===== config.mk =====
export PLATFORM = sky130hd
export DESIGN_NAME = tail_drop_packet_buffer
export DESIGN_NICKNAME = d
export VERILOG_FILES = /design/src/hdl/tdpb_pkg.sv /design/src/hdl/tail_drop_packet_buffer.sv /design/src/hdl/tdpb_queue.sv
export VERILOG_INCLUDE_DIRS = /design/src /design/src/hdl
export SDC_FILE = /design/constraint.sdc
export NUM_CORES = 1
export LEC_CHECK = 0
export BUFFER_PORTS_ARGS = -buffer_cell sky130_fd_sc_hd__buf_2
export CAP_MARGIN = 20
export CORE_MARGIN = 2
export CORE_UTILIZATION = 35
export DETAILED_ROUTE_END_ITERATION = 10
export REMOVE_ABC_BUFFERS = 1
export SYNTH_ARGS = -nofsm -noshare
export SYNTH_HDL_FRONTEND = slang
export SYNTH_SLANG_ARGS = --single-unit

===== constraint.sdc =====
create_clock -name clk -period 15.7 [get_ports clk]
set_input_delay 1.57 -clock clk [delete_from_list [all_inputs] [get_ports clk]]
set_output_delay 1.57 -clock clk [all_outputs]
set_load 0.1 [all_outputs]

===== src/hdl/tail_drop_packet_buffer_assert.svh =====
// Assertion helpers shared by the buffer RTL.
`ifndef TAIL_DROP_PACKET_BUFFER_ASSERT_SVH
`define TAIL_DROP_PACKET_BUFFER_ASSERT_SVH

// Same-cycle implication, checked out of reset.
`define TDPB_ASSERT_NOW(label, clk, rst, ante, cons) \
  label: assert property (@(posedge clk) disable iff (rst) (ante) |-> (cons)) \
    else $error("tdpb check failed");

// Next-cycle implication, checked out of reset.
`define TDPB_ASSERT_NEXT(label, clk, rst, ante, cons) \
  label: assert property (@(posedge clk) disable iff (rst) (ante) |=> (cons)) \
    else $error("tdpb check failed");

`endif


===== src/hdl/tdpb_pkg.sv =====
package tdpb_pkg;

  // Shared adder operation select
  localparam logic OP_CMP = 1'b0;  // arrival - head finish, carry set when head <= arrival
  localparam logic OP_ADD = 1'b1;  // start + process time, carry set on overflow

  // Control from the sequencer to the finish-time queue
  typedef struct packed {
    logic pop;
    logic push;
  } q_ctrl_t;

endpackage


===== src/hdl/tail_drop_packet_buffer.sv =====
// Flow: an accepted item moves to S_CHK, which retires queued packets whose finish is at
//   or before its arrival, then posts a drop or moves to S_PUSH; out_stall can hold either.
// The input is stalled until the item is through (back in S_IDLE); one head entry is checked per
//   cycle via the single memory read port and the one shared adder/comparator.
// Retires are amortised: each packet is popped once.
// Reset (rst, synchronous): queue empty, capacity 16, no result pending; memory not cleared.
`include "tail_drop_packet_buffer_assert.svh"

module tail_drop_packet_buffer import tdpb_pkg::*; #(
  parameter int QUEUE_DEPTH = 16,
  parameter int TIME_BITS   = 32
) (
  input  logic        clk,
  input  logic        rst,
  // configuration: buffer_capacity
  input  logic        cfg_write,
  input  logic [4:0]  cfg_data,
  // input items
  input  logic        in_valid,
  output logic        in_stall,
  input  logic [31:0] pkt_arrival,
  input  logic [15:0] pkt_service,
  // result items
  output logic        out_valid,
  input  logic        out_stall,
  output logic [31:0] start_time,
  output logic        dropped
);

  localparam int CNT_W = $clog2(QUEUE_DEPTH + 1);
  localparam int CMP_W = (CNT_W > 5) ? CNT_W : 5;

  // sequencer states
  localparam logic [1:0] S_IDLE = 2'd0;  // waiting for an item
  localparam logic [1:0] S_CHK  = 2'd1;  // retire head entries, then drop or pick start
  localparam logic [1:0] S_PUSH = 2'd2;  // add process time, push finish, post result

  logic [1:0]           state;
  logic [1:0]           state_next;
  logic [4:0]           buffer_capacity;

  // item held while it is worked on
  logic [TIME_BITS-1:0] arr;
  logic [15:0]          proc;
  logic [TIME_BITS-1:0] start;

  // queue interface
  q_ctrl_t              q_ctrl;
  logic [TIME_BITS-1:0] q_head;
  logic [TIME_BITS-1:0] q_last;
  logic [CNT_W-1:0]     q_count;
  logic [TIME_BITS-1:0] finish;

  // shared adder: used as comparator in S_CHK and as adder in S_PUSH
  logic                 op;
  logic [TIME_BITS-1:0] op_a;
  logic [TIME_BITS-1:0] op_b;
  logic [TIME_BITS:0]   op_sum;
  logic                 op_carry;

  // capacity clamped to 1..QUEUE_DEPTH
  logic [CMP_W-1:0]     cap_ext;
  logic [CMP_W-1:0]     cap_eff;
  logic [CMP_W-1:0]     count_ext;

  logic                 in_take;
  logic                 out_free;
  logic                 head_done;
  logic                 is_full;

  assign in_stall = (state != S_IDLE);
  assign in_take  = in_valid && !in_stall;
  // output register can take a new result this cycle
  assign out_free = !out_valid || !out_stall;

  always_comb begin
    cap_ext = CMP_W'(buffer_capacity);
    if (cap_ext == '0) begin
      cap_eff = CMP_W'(1);
    end else if (cap_ext > CMP_W'(QUEUE_DEPTH)) begin
      cap_eff = CMP_W'(QUEUE_DEPTH);
    end else begin
      cap_eff = cap_ext;
    end
  end

  assign count_ext = CMP_W'(q_count);
  assign is_full   = (count_ext >= cap_eff);

  // a - b as a + ~b + 1 for the compare; carry out means head finish <= arrival
  assign op   = (state == S_PUSH) ? OP_ADD : OP_CMP;
  assign op_a = (op == OP_ADD) ? start : arr;
  assign op_b = (op == OP_ADD) ? TIME_BITS'(proc) : ~q_head;
  assign op_sum = {1'b0, op_a} + {1'b0, op_b} + (TIME_BITS + 1)'(op == OP_CMP);
  assign op_carry = op_sum[TIME_BITS];

  // head retires when queue not empty and its finish is at or before arrival
  assign head_done = (q_count != '0) && op_carry;

  // saturating finish time
  assign finish = op_carry ? '1 : op_sum[TIME_BITS-1:0];

  always_comb begin
    state_next  = state;
    q_ctrl.pop  = 1'b0;
    q_ctrl.push = 1'b0;
    case (state)
      S_IDLE: begin
        if (in_take) begin
          state_next = S_CHK;
        end
      end
      S_CHK: begin
        if (head_done) begin
          q_ctrl.pop = 1'b1;
        end else if (is_full) begin
          if (out_free) begin
            state_next = S_IDLE;
          end
        end else begin
          state_next = S_PUSH;
        end
      end
      S_PUSH: begin
        if (out_free) begin
          q_ctrl.push = 1'b1;
          state_next  = S_IDLE;
        end
      end
      default: begin
        state_next = S_IDLE;
      end
    endcase
  end

  always_ff @(posedge clk) begin
    if (rst) begin
      state           <= S_IDLE;
      buffer_capacity <= 5'd16;
      out_valid       <= 1'b0;
    end else begin
      state <= state_next;
      if (cfg_write) begin
        buffer_capacity <= cfg_data;
      end
      if ((state == S_CHK && !head_done && is_full && out_free) ||
          (state == S_PUSH && out_free)) begin
        out_valid <= 1'b1;
      end else if (out_valid && !out_stall) begin
        out_valid <= 1'b0;
      end
    end
  end

  // payload registers
  always_ff @(posedge clk) begin
    if (in_take) begin
      arr  <= TIME_BITS'(pkt_arrival);
      proc <= pkt_service;
    end
    if (state == S_CHK && !head_done && !is_full) begin
      start <= (q_count == '0) ? arr : q_last;
    end
    if (state == S_CHK && !head_done && is_full && out_free) begin
      start_time <= '0;
      dropped    <= 1'b1;
    end
    if (state == S_PUSH && out_free) begin
      start_time <= 32'(start);
      dropped    <= 1'b0;
    end
  end

  tdpb_queue #(
    .QUEUE_DEPTH (QUEUE_DEPTH),
    .TIME_BITS   (TIME_BITS),
    .CNT_W       (CNT_W)
  ) u_queue (
    .clk       (clk),
    .rst       (rst),
    .ctrl      (q_ctrl),
    .push_data (finish),
    .head_data (q_head),
    .last_data (q_last),
    .count     (q_count)
  );

  `TDPB_ASSERT_NOW(a_push_room, clk, rst, q_ctrl.push, count_ext < cap_eff)
  `TDPB_ASSERT_NOW(a_pop_in_chk, clk, rst, q_ctrl.pop, state == S_CHK && !q_ctrl.push)
  `TDPB_ASSERT_NEXT(a_push_result, clk, rst, q_ctrl.push, out_valid && !dropped)

endmodule


===== src/hdl/tdpb_queue.sv =====
`include "tail_drop_packet_buffer_assert.svh"

module tdpb_queue import tdpb_pkg::*; #(
  parameter int QUEUE_DEPTH = 16,
  parameter int TIME_BITS   = 32,
  parameter int CNT_W       = $clog2(QUEUE_DEPTH + 1)
) (
  input  logic                 clk,
  input  logic                 rst,
  input  q_ctrl_t              ctrl,
  input  logic [TIME_BITS-1:0] push_data,
  output logic [TIME_BITS-1:0] head_data,
  output logic [TIME_BITS-1:0] last_data,
  output logic [CNT_W-1:0]     count
);

  localparam int IDX_W = (QUEUE_DEPTH > 1) ? $clog2(QUEUE_DEPTH) : 1;

  logic [TIME_BITS-1:0] mem [QUEUE_DEPTH];
  logic [IDX_W-1:0]     head_slot;
  logic [IDX_W-1:0]     head_slot_next;
  logic [IDX_W-1:0]     tail_slot;
  logic [CNT_W-1:0]     count_next;

  function automatic logic [IDX_W-1:0] wrap_inc(input logic [IDX_W-1:0] s);
    if (s == IDX_W'(QUEUE_DEPTH - 1)) begin
      return '0;
    end
    return s + IDX_W'(1);
  endfunction

  assign head_slot_next = ctrl.pop ? wrap_inc(head_slot) : head_slot;

  always_comb begin
    count_next = count;
    if (ctrl.push && !ctrl.pop) begin
      count_next = count + CNT_W'(1);
    end else if (ctrl.pop && !ctrl.push) begin
      count_next = count - CNT_W'(1);
    end
  end

  always_ff @(posedge clk) begin
    if (rst) begin
      head_slot <= '0;
      tail_slot <= '0;
      count     <= '0;
    end else begin
      head_slot <= head_slot_next;
      count     <= count_next;
      if (ctrl.push) begin
        tail_slot <= wrap_inc(tail_slot);
      end
    end
  end

  // read port follows the head so the new head is ready the cycle after a pop
  always_ff @(posedge clk) begin
    if (ctrl.push) begin
      mem[tail_slot] <= push_data;
    end
    head_data <= mem[head_slot_next];
  end

  always_ff @(posedge clk) begin
    if (ctrl.push) begin
      last_data <= push_data;
    end
  end

  `TDPB_ASSERT_NOW(a_count_bound, clk, rst, 1'b1, count <= CNT_W'(QUEUE_DEPTH))
  `TDPB_ASSERT_NOW(a_pop_nonempty, clk, rst, ctrl.pop, count != '0)
  `TDPB_ASSERT_NEXT(a_push_grows, clk, rst, ctrl.push && !ctrl.pop,
                    count == $past(count) + CNT_W'(1))

endmodule

======== After elaboration in Yosys (flattened, before gate mapping) ========
Memory sizes are Yosys's and may differ from the RTL's. A register that Yosys moved wholly into a read port is not among the register bits.
Cells that the tools add are included.
word-level totals
  memory bits (writable) .................. 512
  output and inout bits ................... 35
  register bits after elaboration ......... 166
  memories kept ........................... 1
  logic and storage cells ................. 90
cells by class
  eq/ne operators ......................... 6
  mux-type cells .......................... 33
  reductions and logical operators ........ 28
  bitwise gates (word level) .............. 2
  $add $sub $neg .......................... 6
  magnitude comparators ................... 2
memory list
  name         depth  bits a word  rd ports  clocked after memory_dff  write ports  RTL line          text
  u_queue.mem  16     32           1         1                         1            tdpb_queue.sv:19  logic [TIME_BITS-1:0] mem [QUEUE_DEPTH];
operator list
  operator             number
  $mux 32              6
  $add 32x32->33       1
  $add 33x1->33        1
  $not 32->32          1
  $mux 4               5
  $mux 5               4
  $mux 1               13
  $logic_and 1x1->1    10
  $logic_not 5->1      2
  $add 4x1->4 const B  2
  $eq 4x4->1 const B   2
  $mux 2               4
  $reduce_bool 2->1    4
  $logic_not 1->1      7
  $pmux 2 s3           1
  $add 5x1->5 const B  1
  $ge 5x5->1           1
  $gt 5x5->1 const B   1
  $reduce_bool 5->1    1
  $sub 5x1->5 const B  1
  $ne 2x2->1 const B   2
  $eq 2x1->1 const B   1
  $eq 2x2->1 const B   1
  $logic_not 2->1      1
  other kinds (3)      4

======== Depth between registers and ports, before layout ========
Gate-level depths: netlist of the first run.
  word-level depth ........................ 12
  depth in mapped cells ................... 24
  mapped depth without buffers ............ 22

======== Hierarchy ========
From an unflattened synthesis of the first run, not the netlist that was laid out.
unflattened totals
  cells, all modules ...................... 2,202
  area total of the unflattened synthesis .. 29,299.4 sq um
by module, submodules not included
  module                   area an instance (sq um)  instances  cells an instance
  tdpb_queue               22,287.6                  1          1,510
  tail_drop_packet_buffer  7,011.7                   1          692

======== Worst setup path after synthesis of the first run ========
OpenSTA, ideal clock, no wires.
  path kind ............................... input port to flip-flop
  start ................................... input out_stall
  end ..................................... memory u_queue.mem[3][0], enable pin
  library setup time ...................... 0.461 ns
  slack ................................... 9.010 ns
  stages on the path ...................... 5
  data arrival time ....................... 6.229 ns
  cell sequence ........................... and2_1 clkbuf_1 nor2_1 nand2_1 nor3_1
RTL lines
  element      RTL line                       text
  from (decl)  tail_drop_packet_buffer.sv:25  input logic out_stall,
  to (decl)    tdpb_queue.sv:19

======== Worst setup path after layout of the first run ========
  start ................................... register state[0]
  end ..................................... register u_queue.head_data[22] (read register of u_queue.mem)
between the ends
  word-level cells in the longest chain between the ends .. 9
ends and longest elaborated chain
  element                            RTL line                                                      text
  from (decl)                        tail_drop_packet_buffer.sv:38                                 logic [1:0] state;
  from (signal assigned)             tail_drop_packet_buffer.sv:142                                state <= state_next;
  $eq 2x2->1                         tail_drop_packet_buffer.sv:91                                 assign op = (state == S_PUSH) ? OP_ADD : OP_CMP;
  $mux 1                             tail_drop_packet_buffer.sv:91
  $mux 32, on equally long branches  tail_drop_packet_buffer.sv:92, tail_drop_packet_buffer.sv:93
  $add 32x32->33                     tail_drop_packet_buffer.sv:94                                 assign op_sum = {1'b0, op_a} + {1'b0, op_b} + (TIME_BITS + 1)'(op == OP_CMP);
  $add 33x1->33                      tail_drop_packet_buffer.sv:94
  $logic_and 1x1->1                  tail_drop_packet_buffer.sv:98                                 assign head_done = (q_count != '0) && op_carry;
  $mux 1                             tail_drop_packet_buffer.sv:114                                if (head_done) begin
  $mux 1 *                           tail_drop_packet_buffer.sv:107                                case (state)
  $mux 4 *                           tdpb_queue.sv:32                                              assign head_slot_next = ctrl.pop ? wrap_inc(head_slot) : head_slot;
  to (decl)                          tdpb_queue.sv:12                                              output logic [TIME_BITS-1:0] head_data,
Mark *: on every way between the ends. The rest lies on a longest branch, timed or not.
A chain may end at the register's enable or synchronous reset.

==> results_dict.tcl, run 1 <==
set metrics [dict create \
    status "complete, no violations" \
    die_area_um2 85800 \
    avgSynthCellArea_um2 15.77 \
    cts-root-buf "clkbuf_16" \
    end_kind "flop" \
    grt_pass1_vias 16730 \
    tritoncts "done" \
    final-max-slew-violation-count 0 \
    gp_congestion 0.8904 \
    p_per_area_nw_per_um2 149.5 \
    clk_latency_ns 0.64 \
    criticalPathCategory "reg -> reg" \
    drive_gt1_share_pct 17.84 \
    postCtsSetupBuffers 0 \
    crit_fanout 98 \
    grt_max_degree 99 \
    setup_violations 0 \
    synthArstFlopShare_pct 0 \
    gr-usage-all-layers_pct 17.26 \
    rsz0062_at_grt "false" \
    ys_ff_latch 710 \
    syn_area_um2 29210 \
    initial_core_util_pct 35.47 \
    r2r-end "u_queue.head_data[22]$_DFF_P_" \
    clockBufferDepth 3 \
    hold_violations 0 \
    p_total_mw 4.996 \
    grt_pass1_wl_mm 110.1 \
    tightestPinTransition_ns 1.039 \
    hold_path_class "reg -> reg" \
    ant_nets 0 \
    p_leak_nw 11.57 \
    finalClockSkew_ns 0.02687 \
    placementRows 105 \
    syn2layout_area_growth_pct 14.39 \
    synthFlopType "edfxtp_1" \
    antenna_found_initial 0 \
    die_w_um 292.9 \
    fin_nets 2061 \
    io_pins 93 \
    clk_pin_slew_ns 0.06 \
    setup_tns_ns 0 \
    holdBufCountCts 0 \
    cts-buffers-inserted 76 \
    ys_types 72 \
    io_buffers 92 \
    yosysWarnings 0 \
    final.period_utilization_pct 43.17 \
    yosysSeqAreaShare_pct 71.13 \
    synth-edff-count 656 \
    wl_per_cell_um 24.26 \
    r2r_start "state[0]$_SDFFE_PP0P_" \
    peakVddDrop_mv 0.07753 \
    ff2ff_path_depth 16 \
    drcViolationCount 0 \
    fin_crit_ns 6.778 \
    max_slew_margin_pct 30.76 \
    crit_required_ns 16.20 \
    cp-start-kind "flop" \
    worstHoldStart "buffer_capacity[0]$_SDFFE_PP0P_" \
    cts.sink_count 710 \
    drt_iter0_markers 1584 \
    cap_violations 0 \
    die_h_um 292.9 \
    crit_arrival_ns 7.28 \
    drt_wl_total_mm 74.95 \
    num_vias 16910 \
    htreeDepth 3 \
    max_clock_freq_ghz 0.1475 \
    grt_overflow_total 0 \
    ctsResizeCount 0 \
    whs_path_depth 2 \
    synthCells 1852 \
    holdPathEnd "buffer_capacity[0]$_SDFFE_PP0P_" \
    core-area_um2 82370 \
    rrSetupSlack_ns 8.92 \
    dp_hpwl_mm 42.75 \
    viasPerCell 5.475 \
    first_pass_iters 7 \
]
[final cells by class]
cell class | instances | area [um2]
diodes | 1 | 2.502
clock buffers | 101 | 2057
clock inverters | 40 | 439.2
fillers | 7359 | 48960
inverters | 22 | 82.58
multi-input cells | 1016 | 7979
flip-flops and latches | 710 | 20780
well taps | 1070 | 1339
repair buffers | 129 | 738.2
[synth_stat cells, types with 32 or more instances]
| library cell | instances | area (um2) |
|---|---|---|
| a211o_1 | 32 | 280.3 |
| a211oi_1 | 63 | 473.0 |
| a21oi_1 | 89 | 445.4 |
| and3_1 | 96 | 600.6 |
| clkbuf_1 | 62 | 232.7 |
| dfxtp_1 | 54 | 1081 |
| edfxtp_1 | 656 | 19700 |
| ha_1 | 46 | 575.6 |
| mux2_2 | 38 | 427.9 |
| mux2i_1 | 37 | 370.4 |
| mux4_2 | 40 | 900.9 |
| nand2_1 | 221 | 829.6 |
| nor2_1 | 79 | 296.5 |
[flip-flops by register name, indices dropped and copies added (netlist names)]
| name | cells |
|---|---|
| arr | 32 |
| u_queue.count | 5 |
| start_time | 32 |
| u_queue.tail_slot | 4 |
| u_queue.head_data | 32 |
| u_queue.head_slot | 4 |
| u_queue.mem | 512 |
| out_valid | 1 |
| state | 2 |
| start | 32 |
| buffer_capacity | 5 |
| u_queue.last_data | 32 |
| dropped | 1 |
| proc | 16 |
[power breakdown]
| part | internal, mW | leakage, nW | switching (mW) | total, mW |
|---|---|---|---|---|
| Sequential | 2.38 | 6.33 | 0.0334 | 2.42 |
| Clock | 1.05 | 1.21 | 0.743 | 1.79 |
| Combinational | 0.212 | 4.03 | 0.576 | 0.788 |
[cells in the final DEF (no fill, tap or decap), types with 40 or more instances in the layout]
master	n
buf_2	92
a211oi_1	63
mux4_2	40
clkbuf_16	77
a21oi_1	88
nand2_1	221
dfxtp_1	54
edfxtp_1	656
nor2_1	63
ha_1	46
and3_1	96
[worst max-delay path, cell delays in order (launching register included)]
cell and delay, ns:
dfxtp_1 0.41, nand2b_4 0.35, buf_4 0.67, a21oi_1 0.34, fa_1 0.57, nand3_1 0.16, a211oi_2 0.08, a211oi_2 0.61
nor2_4 0.13, o21ai_4 0.24, nand3_2 0.17, nand2_8 0.60, buf_4 0.62, buf_4 0.63, mux4_1 0.41, a22o_1 0.24
a211o_1 0.26
[routing by layer]
metal | wire, um | vias to the layer above | global-route usage, % | part of all wire (%)
met4 | 1474 | 0 | 4.178 | 2.0
met3 | 4313 | 108 | 2.791 | 5.8
met2 | 35700 | 599 | 28.20 | 48
li1 | - | 7444 | - | -
met1 | 33470 | 8762 | 24.13 | 45
met5 | 0 | - | 0 | 0
[logic make-up (layout without fill, tap and decap cells)]
| group | count (synthesis) | count (layout) | share of synthesized area, % |
|---|---|---|---|
| other | 0 | 1 | 0 |
| AO/OA/AOI/OAI | 328 | 328 | 8.095 |
| buffers and inverters | 126 | 292 | 2.176 |
| adder cells (fa/ha/maj) | 48 | 48 | 2.107 |
| AND/OR/NAND/NOR | 463 | 463 | 7.384 |
| flip-flops | 710 | 710 | 71.13 |
| multiplexers | 140 | 140 | 8.000 |
| XOR/XNOR | 37 | 37 | 1.109 |
[through the flow]
| step | utilization [%] | hold slack (ns) | area, um2 | setup WS (ns) | cells |
|---|---|---|---|---|---|
| CTS | 40.57 | 0.5033 | 33410 | 8.931 | 3088 |
| global placement | 37.53 | 0.4816 | 30920 | 9.070 | 2947 |
| finish | 40.57 | 0.5075 | 33420 | 8.922 | 3089 |
| floorplan | - | 0.4611 | 28660 | 5.996 | 1748 |
| global route | 40.57 | 0.5289 | 33410 | 8.540 | 3088 |
| detailed placement | 37.53 | 0.4938 | 30920 | 8.961 | 2947 |
[how the worst max path moves through the flow]
stage	slack [ns]	startpoint	cells after the start	endpoint
floorplan	6.00	state[1]$_SDFFE_PP0P_	16	u_queue.head_data[10]$_DFF_P_
global placement	9.07	state[0]$_SDFFE_PP0P_	16	u_queue.head_data[1]$_DFF_P_
detailed placement	8.96	state[0]$_SDFFE_PP0P_	16	u_queue.head_data[22]$_DFF_P_
CTS	8.93	state[0]$_SDFFE_PP0P_	16	u_queue.head_data[22]$_DFF_P_
global route	8.54	state[0]$_SDFFE_PP0P_	17	u_queue.head_data[23]$_DFF_P_
finish	8.92	state[0]$_SDFFE_PP0P_	16	u_queue.head_data[22]$_DFF_P_
(Power assumes the default switching activity.)
==> run 2, diff against run 1 <==
ABC_AREA = 1   (was default)
clock period = 6.9 ns   (was 15.7 ns; I/O delays follow)
==> run 2 against run 1 <==
  * Critical path depth rose by 9
  * Synthesized cell count rose by 65%
  * Maximum frequency rose by 27%
  * Highest routed layer unchanged
==> results_dict.tcl, run 2 <==
set metrics [dict create \
    end_kind "flop" \
    holdBufCountCts 0 \
    wl_per_cell_um 20.19 \
    stdcell_count 4388 \
    cp-start-kind "flop" \
    htreeDepth 3 \
    gr-usage-all-layers_pct 18.85 \
    dpl.cell_count 4244 \
    grt_max_degree 128 \
    crit_fanout 82 \
    die_h_um 305.8 \
    synthCells 3059 \
    max_slew_margin_pct 23.86 \
    clockBufferDepth 3 \
    drt_wl_total_mm 88.58 \
    syn_area_um2 31870 \
    ys_types 38 \
    clk_latency_ns 0.65 \
    gp_congestion 0.9117 \
    internal_power_mw 9.132 \
    cap_violations 0 \
    final_area_um2 36200 \
    synthFlopType "edfxtp_1" \
    syn2layout_area_growth_pct 13.60 \
    status "complete, no violations" \
    die_area_um2 93490 \
    hold_path_class "in -> reg" \
    yosysWarnings 0 \
    synth-edff-count 656 \
    grt_pass1_wl_mm 132.9 \
    synthArstFlopShare_pct 0 \
    final_common_cell "edfxtp_1" \
    synthTopCellsByArea "edfxtp_1, nand3_1, nand2_1" \
    setup_violations 0 \
    synth_top_family_by_area "simple AND/OR/NAND/NOR gates" \
    io_pins 93 \
    io_buffers 92 \
    drive_gt1_share_pct 9.900 \
    clockPowerShare_pct 29.4 \
    cts.sink_count 710 \
    die_w_um 305.8 \
    ys_ff_latch 710 \
    final-max-slew-violation-count 0 \
    cts-buffers-inserted 77 \
    hold_violations 0 \
    n_antenna_cell 0 \
    synth_mux_area_share_pct 0 \
    top_register "u_queue.mem" \
    max_clock_freq_ghz 0.1871 \
    placementRows 110 \
    tightestPinTransition_ns 1.142 \
    p_comb_share_pct 26.7 \
    tritoncts "done" \
    grt_overflow_total 0 \
    synth-adder-area-share_pct 1.932 \
    ctsResizeCount 0 \
    drcViolationCount 0 \
    rsz0062_at_grt "false" \
    r2r-end "u_queue.head_data[30]$_DFF_P_" \
    synth_compound_area_share_pct 3.667 \
    criticalPathCategory "reg -> reg" \
    rrSetupSlack_ns 1.55 \
    drt_iter0_markers 2020 \
    place_area_um2 33730 \
    p_per_area_nw_per_um2 378.2 \
    dp_hpwl_mm 48.72 \
    finalClockSkew_ns 0.03481 \
    first_pass_iters 6 \
    worstHoldStart "pkt_arrival[0]" \
    p_total_mw 13.69 \
    crit_required_ns 7.42 \
    postCtsSetupBuffers 0 \
    synthTopCellsByCount "edfxtp_1, nand2_1, inv_1, nand3_1, nor2_1" \
    clk_pin_slew_ns 0.06 \
    switching_share_pct 33.31 \
    cts-root-buf "clkbuf_16" \
    r2r_start "state[1]$_SDFFE_PP0P_" \
    initial_core_util_pct 35.35 \
    antenna_found_initial 2 \
    final.period_utilization_pct 77.47 \
    whs_path_depth 1 \
    fin_crit_ns 5.345 \
    p_leak_nw 14.66 \
    yosysSeqAreaShare_pct 65.20 \
    seqPwrFrac_pct 44.0 \
    holdPathEnd "arr[0]$_DFFE_PP_" \
    core-area_um2 90150 \
    layout_common_cells "edfxtp_1, nand2_1, inv_1" \
    num_vias 21970 \
    post-synth-top-count-cell "edfxtp_1" \
    synth_top_area_share_pct 61.81 \
    whs_ns 0.2182 \
    ant_nets 0 \
    crit_arrival_ns 5.86 \
    avgSynthCellArea_um2 10.42 \
    peakVddDrop_mv 0.1998 \
    largest_reg_flops 512 \
    synth_xor_area_share_pct 0.2748 \
    grt_pass1_vias 20860 \
    viasPerCell 5.007 \
    fin_nets 3256 \
    finish.utilization_pct 40.16 \
    yosys.area_share.simple_pct 19.88 \
    ff2ff_path_depth 25 \
    synth_top_area_cell "edfxtp_1" \
    power.switching_mw 4.560 \
]
-- run 2: cell count changes in the layout (fill, tap and decap cells not counted), sizes merged, moves of 32 or more --
cell / change
a211o: -32
a211oi: -63
a21oi: -33
and3: -97
inv: +522
mux2: -39
mux2i: -38
mux4: -63
nand2: +363
nand3: +520
nand3b: +97
nor2: +60
o21ai: +105
-- run 2: layer usage --
layer,share of wire [%],up-vias,GRT usage [%]
met1,45,10680,26.66
met5,0,-,0
met3,7.3,116,2.891
met4,2.1,0,5.109
li1,-,10380,-
met2,46,794,30.16
-- run 2: critical path: stages, from the launching register on --
cell	delay, ns
dfxtp_1	0.35
inv_1	0.08
nor2_4	0.11
buf_12	0.31
o21ai_0	0.18
ha_1	0.34
inv_1	0.08
o21bai_1	0.13
fa_1	0.47
nand2_1	0.10
nand2_1	0.08
nand3_1	0.08
nand2_1	0.12
nand2_1	0.10
nand2_2	0.10
nand2_1	0.09
nand2_2	0.19
nand3_4	0.22
nand2_2	0.45
nand2_4	0.64
buf_4	0.50
nand2_1	0.09
nand3_1	0.09
nand3_1	0.08
nand3_1	0.13
nand2_1	0.06
-- run 2: area by class of cell --
cell class,count,area [um2]
fillers,8561,53950
flip-flops and latches,710,20780
multi-input cells,1655,8426
clock buffers,96,2071
inverters,547,2053
well taps,1176,1471
repair buffers,159,1026
clock inverters,45,375.4
-- run 2: kinds of logic (layout without fill, tap and decap cells) --
kind of cell / count (synthesis) / in the layout
AND/OR/NAND/NOR: 1380 / 1380
flip-flops: 710 / 710
XOR/XNOR: 10 / 10
adder cells (fa/ha/maj): 48 / 48
AO/OA/AOI/OAI: 217 / 217
buffers and inverters: 694 / 847
-- run 2: how the worst max path moves through the flow --
| stage | startpoint | to | slack, ns |
|---|---|---|---|
| floorplan | state[1]$_SDFFE_PP0P_ | u_queue.head_data[12]$_DFF_P_ | -2.03 |
| global placement | state[1]$_SDFFE_PP0P_ | u_queue.head_data[28]$_DFF_P_ | 1.73 |
| detailed placement | state[1]$_SDFFE_PP0P_ | u_queue.head_data[4]$_DFF_P_ | 1.63 |
| CTS | state[1]$_SDFFE_PP0P_ | u_queue.head_data[30]$_DFF_P_ | 1.59 |
| global route | state[1]$_SDFFE_PP0P_ | u_queue.head_data[30]$_DFF_P_ | 1.15 |
| finish | state[1]$_SDFFE_PP0P_ | u_queue.head_data[30]$_DFF_P_ | 1.55 |
-- run 2: power by group through the flow --
stage / clock, mW / sequential [mW] / combinational (mW)
after floorplan: 0 / 6.32 / 2.04
after global placement: 0 / 6.12 / 3.57
after detailed placement: 0 / 6.12 / 3.61
after CTS: 4.09 / 6.03 / 3.63
after global routing: 4.24 / 6.04 / 4.03
final: 4.02 / 6.02 / 3.65
-- run 2: metrics by stage --
stage          TNS [ns]  setup WS [ns]
2_1_floorplan   -636.01         -2.034
3_3_place_gp          0          1.734
3_5_place_dp          0          1.628
4_1_cts               0          1.588
5_1_grt               0          1.152
6_report              0          1.555
==> run 3, diff against run 2 <==
ABC_AREA = 0   (was 1)
clock period = 5.3 ns   (was 6.9 ns; I/O delays follow)
==> run 3 against run 2 <==
  * Design area decreased by 6.8%
  * Highest routed layer unchanged
  * Combinational power is 34% lower
  * Critical path depth is 8 lower
  * Clock skew fell by 0.010 ns
  * Via count fell by 23%
==> results_dict.tcl, run 3 (synthesis results as in run 1) <==
set metrics [dict create \
    rsz0062_at_grt "false" \
    peakVddDrop_mv 0.2352 \
    grt_max_degree 66 \
    tritoncts "done" \
    drt_iter0_markers 1476 \
    finalClockSkew_ns 0.02449 \
    cp-start-kind "flop" \
    first_pass_iters 7 \
    clockBufferDepth 3 \
    layout_common_cells "edfxtp_1, nand2_1, and3_1" \
    worstHoldStart "pkt_service[2]" \
    placementRows 105 \
    max_slew_margin_pct 33.32 \
    max_clock_freq_ghz 0.1973 \
    ff2ff_path_depth 17 \
    die_area_um2 85800 \
    holdBufCountCts 0 \
    p_per_area_nw_per_um2 436.4 \
    holdPathEnd "proc[2]$_DFFE_PP_" \
    crit_arrival_ns 5.57 \
    crit_required_ns 5.80 \
    hold_violations 0 \
    initial_core_util_pct 35.47 \
    wl_per_cell_um 24.86 \
    dpl.cell_count 2966 \
    die_h_um 292.9 \
    stdcell_count 3112 \
    core-area_um2 82370 \
    drcViolationCount 0 \
    criticalPathCategory "reg -> reg" \
    grt_pass1_vias 17170 \
    num_vias 17010 \
    viasPerCell 5.467 \
    fin_nets 2083 \
    drt_wl_total_mm 77.37 \
    drive_gt1_share_pct 18.77 \
    dp_hpwl_mm 44.10 \
    io_pins 93 \
    clk_pin_slew_ns 0.06 \
    top_register "u_queue.mem" \
    crit_fanout 33 \
    ant_nets 0 \
    largest_reg_flops 512 \
    antenna_found_initial 0 \
    whs_path_depth 1 \
    htreeDepth 3 \
    io_buffers 92 \
    syn2layout_area_growth_pct 15.44 \
    setup_violations 0 \
    cts-root-buf "clkbuf_16" \
    final-max-slew-violation-count 0 \
    status "complete, no violations" \
    rrSetupSlack_ns 0.23 \
    cap_violations 0 \
    fin_crit_ns 5.069 \
    clk_latency_ns 0.63 \
    p_leak_nw 11.72 \
    end_kind "flop" \
    cts.sink_count 710 \
    gp_congestion 0.9176 \
    final.period_utilization_pct 95.64 \
    die_w_um 292.9 \
    fillCellCount 7333 \
    gr-usage-all-layers_pct 17.83 \
    r2r_start "state[1]$_SDFFE_PP0P_" \
    r2r-end "u_queue.head_data[18]$_DFF_P_" \
    grt_overflow_total 0 \
    grt_pass1_wl_mm 113.2 \
    cts-buffers-inserted 76 \
    tightestPinTransition_ns 1.000 \
    final_common_cell "edfxtp_1" \
    hold_path_class "in -> reg" \
    setup_tns_ns 0 \
]
==> run 3: cell count changes in the layout (fill, tap and decap cells not counted), sizes merged, moves of 60 or more <==
| cell | delta |
|---|---|
| inv | -523 |
| nand3 | -520 |
| nand2 | -363 |
| o21ai | -105 |
| and3 | +97 |
| nand3b | -97 |
| a211oi | +63 |
| mux4 | +63 |
| nor2 | -60 |
==> run 3: cell type report <==
class	count	area, um2	share of cell area, %
clock buffer	123	2252	6.678
clock inverter	19	175.2	0.5194
tap	1070	1339	3.970
inverter	22	82.58	0.2449
multi-input combinational	1016	7993	23.70
timing repair buffer	151	1100	3.261
antenna	1	2.502	0.007420
sequential	710	20780	61.62
==> run 3: timing repair <==
action                                  4_1_cts  5_1_grt
buffers inserted                              0        2
endpoints found under the setup margin        0       28
resized for setup                             0        2
==> run 3: how the worst max path moves through the flow <==
stage	slack, ns	startpoint	depth (start not counted)	end
after global routing	0.01	state[0]$_SDFFE_PP0P_	17	u_queue.head_data[19]$_DFF_P_
after floorplan	-4.40	state[1]$_SDFFE_PP0P_	16	u_queue.head_data[10]$_DFF_P_
after detailed placement	0.12	state[1]$_SDFFE_PP0P_	17	u_queue.head_data[18]$_DFF_P_
after global placement	0.19	state[1]$_SDFFE_PP0P_	17	u_queue.head_data[17]$_DFF_P_
final	0.23	state[1]$_SDFFE_PP0P_	17	u_queue.head_data[18]$_DFF_P_
after CTS	0.09	state[1]$_SDFFE_PP0P_	17	u_queue.head_data[18]$_DFF_P_
==> run 3: routing by layer <==
layer  vias up  global-route usage, %  part of all wire [%]
met3       136                  3.011                   6.3
met1      8800                  24.67                    43
met5         -                      0                     0
li1       7478                      -                     -
met4         0                  5.566                   2.5
met2       600                  28.78                    48
==> run 3: critical path, stage by stage, from the launching register on <==
cell and delay, ns:
dfxtp_1 0.40, nor2b_4 0.33, nand2_1 0.09, nand2_1 0.08, ha_1 0.25, a21o_1 0.22, fa_1 0.56, nand3_1 0.16
a211oi_2 0.10, a211oi_4 0.36, nor2_4 0.09, o21ai_4 0.26, nand2_4 0.13, mux2i_4 0.39, clkbuf_16 0.36, mux4_1 0.59
a22o_1 0.25, a211o_1 0.27
==> run 3: power by group <==
part	internal, mW	switching, mW	leakage, nW	total, mW
combinational	0.664	1.74	4.21	2.41
clock	3.02	2.12	1.19	5.14
sequential	7.06	0.105	6.33	7.17
==> run 3: metrics by stage <==
stage          worst slack, ns  instance area (um2)  hold slack (ns)  util [%]  power, mW
2_1_floorplan           -4.404                28660           0.4611         -      8.837
3_3_place_gp            0.1907                31260           0.4837     37.94      9.579
3_5_place_dp            0.1193                31260           0.5138     37.94      9.668
4_1_cts                0.08591                33680          0.04168     40.89      14.80
5_1_grt                0.01003                33720          0.06334     40.94      15.26
6_report                0.2310                33720          0.07938     40.94      14.72
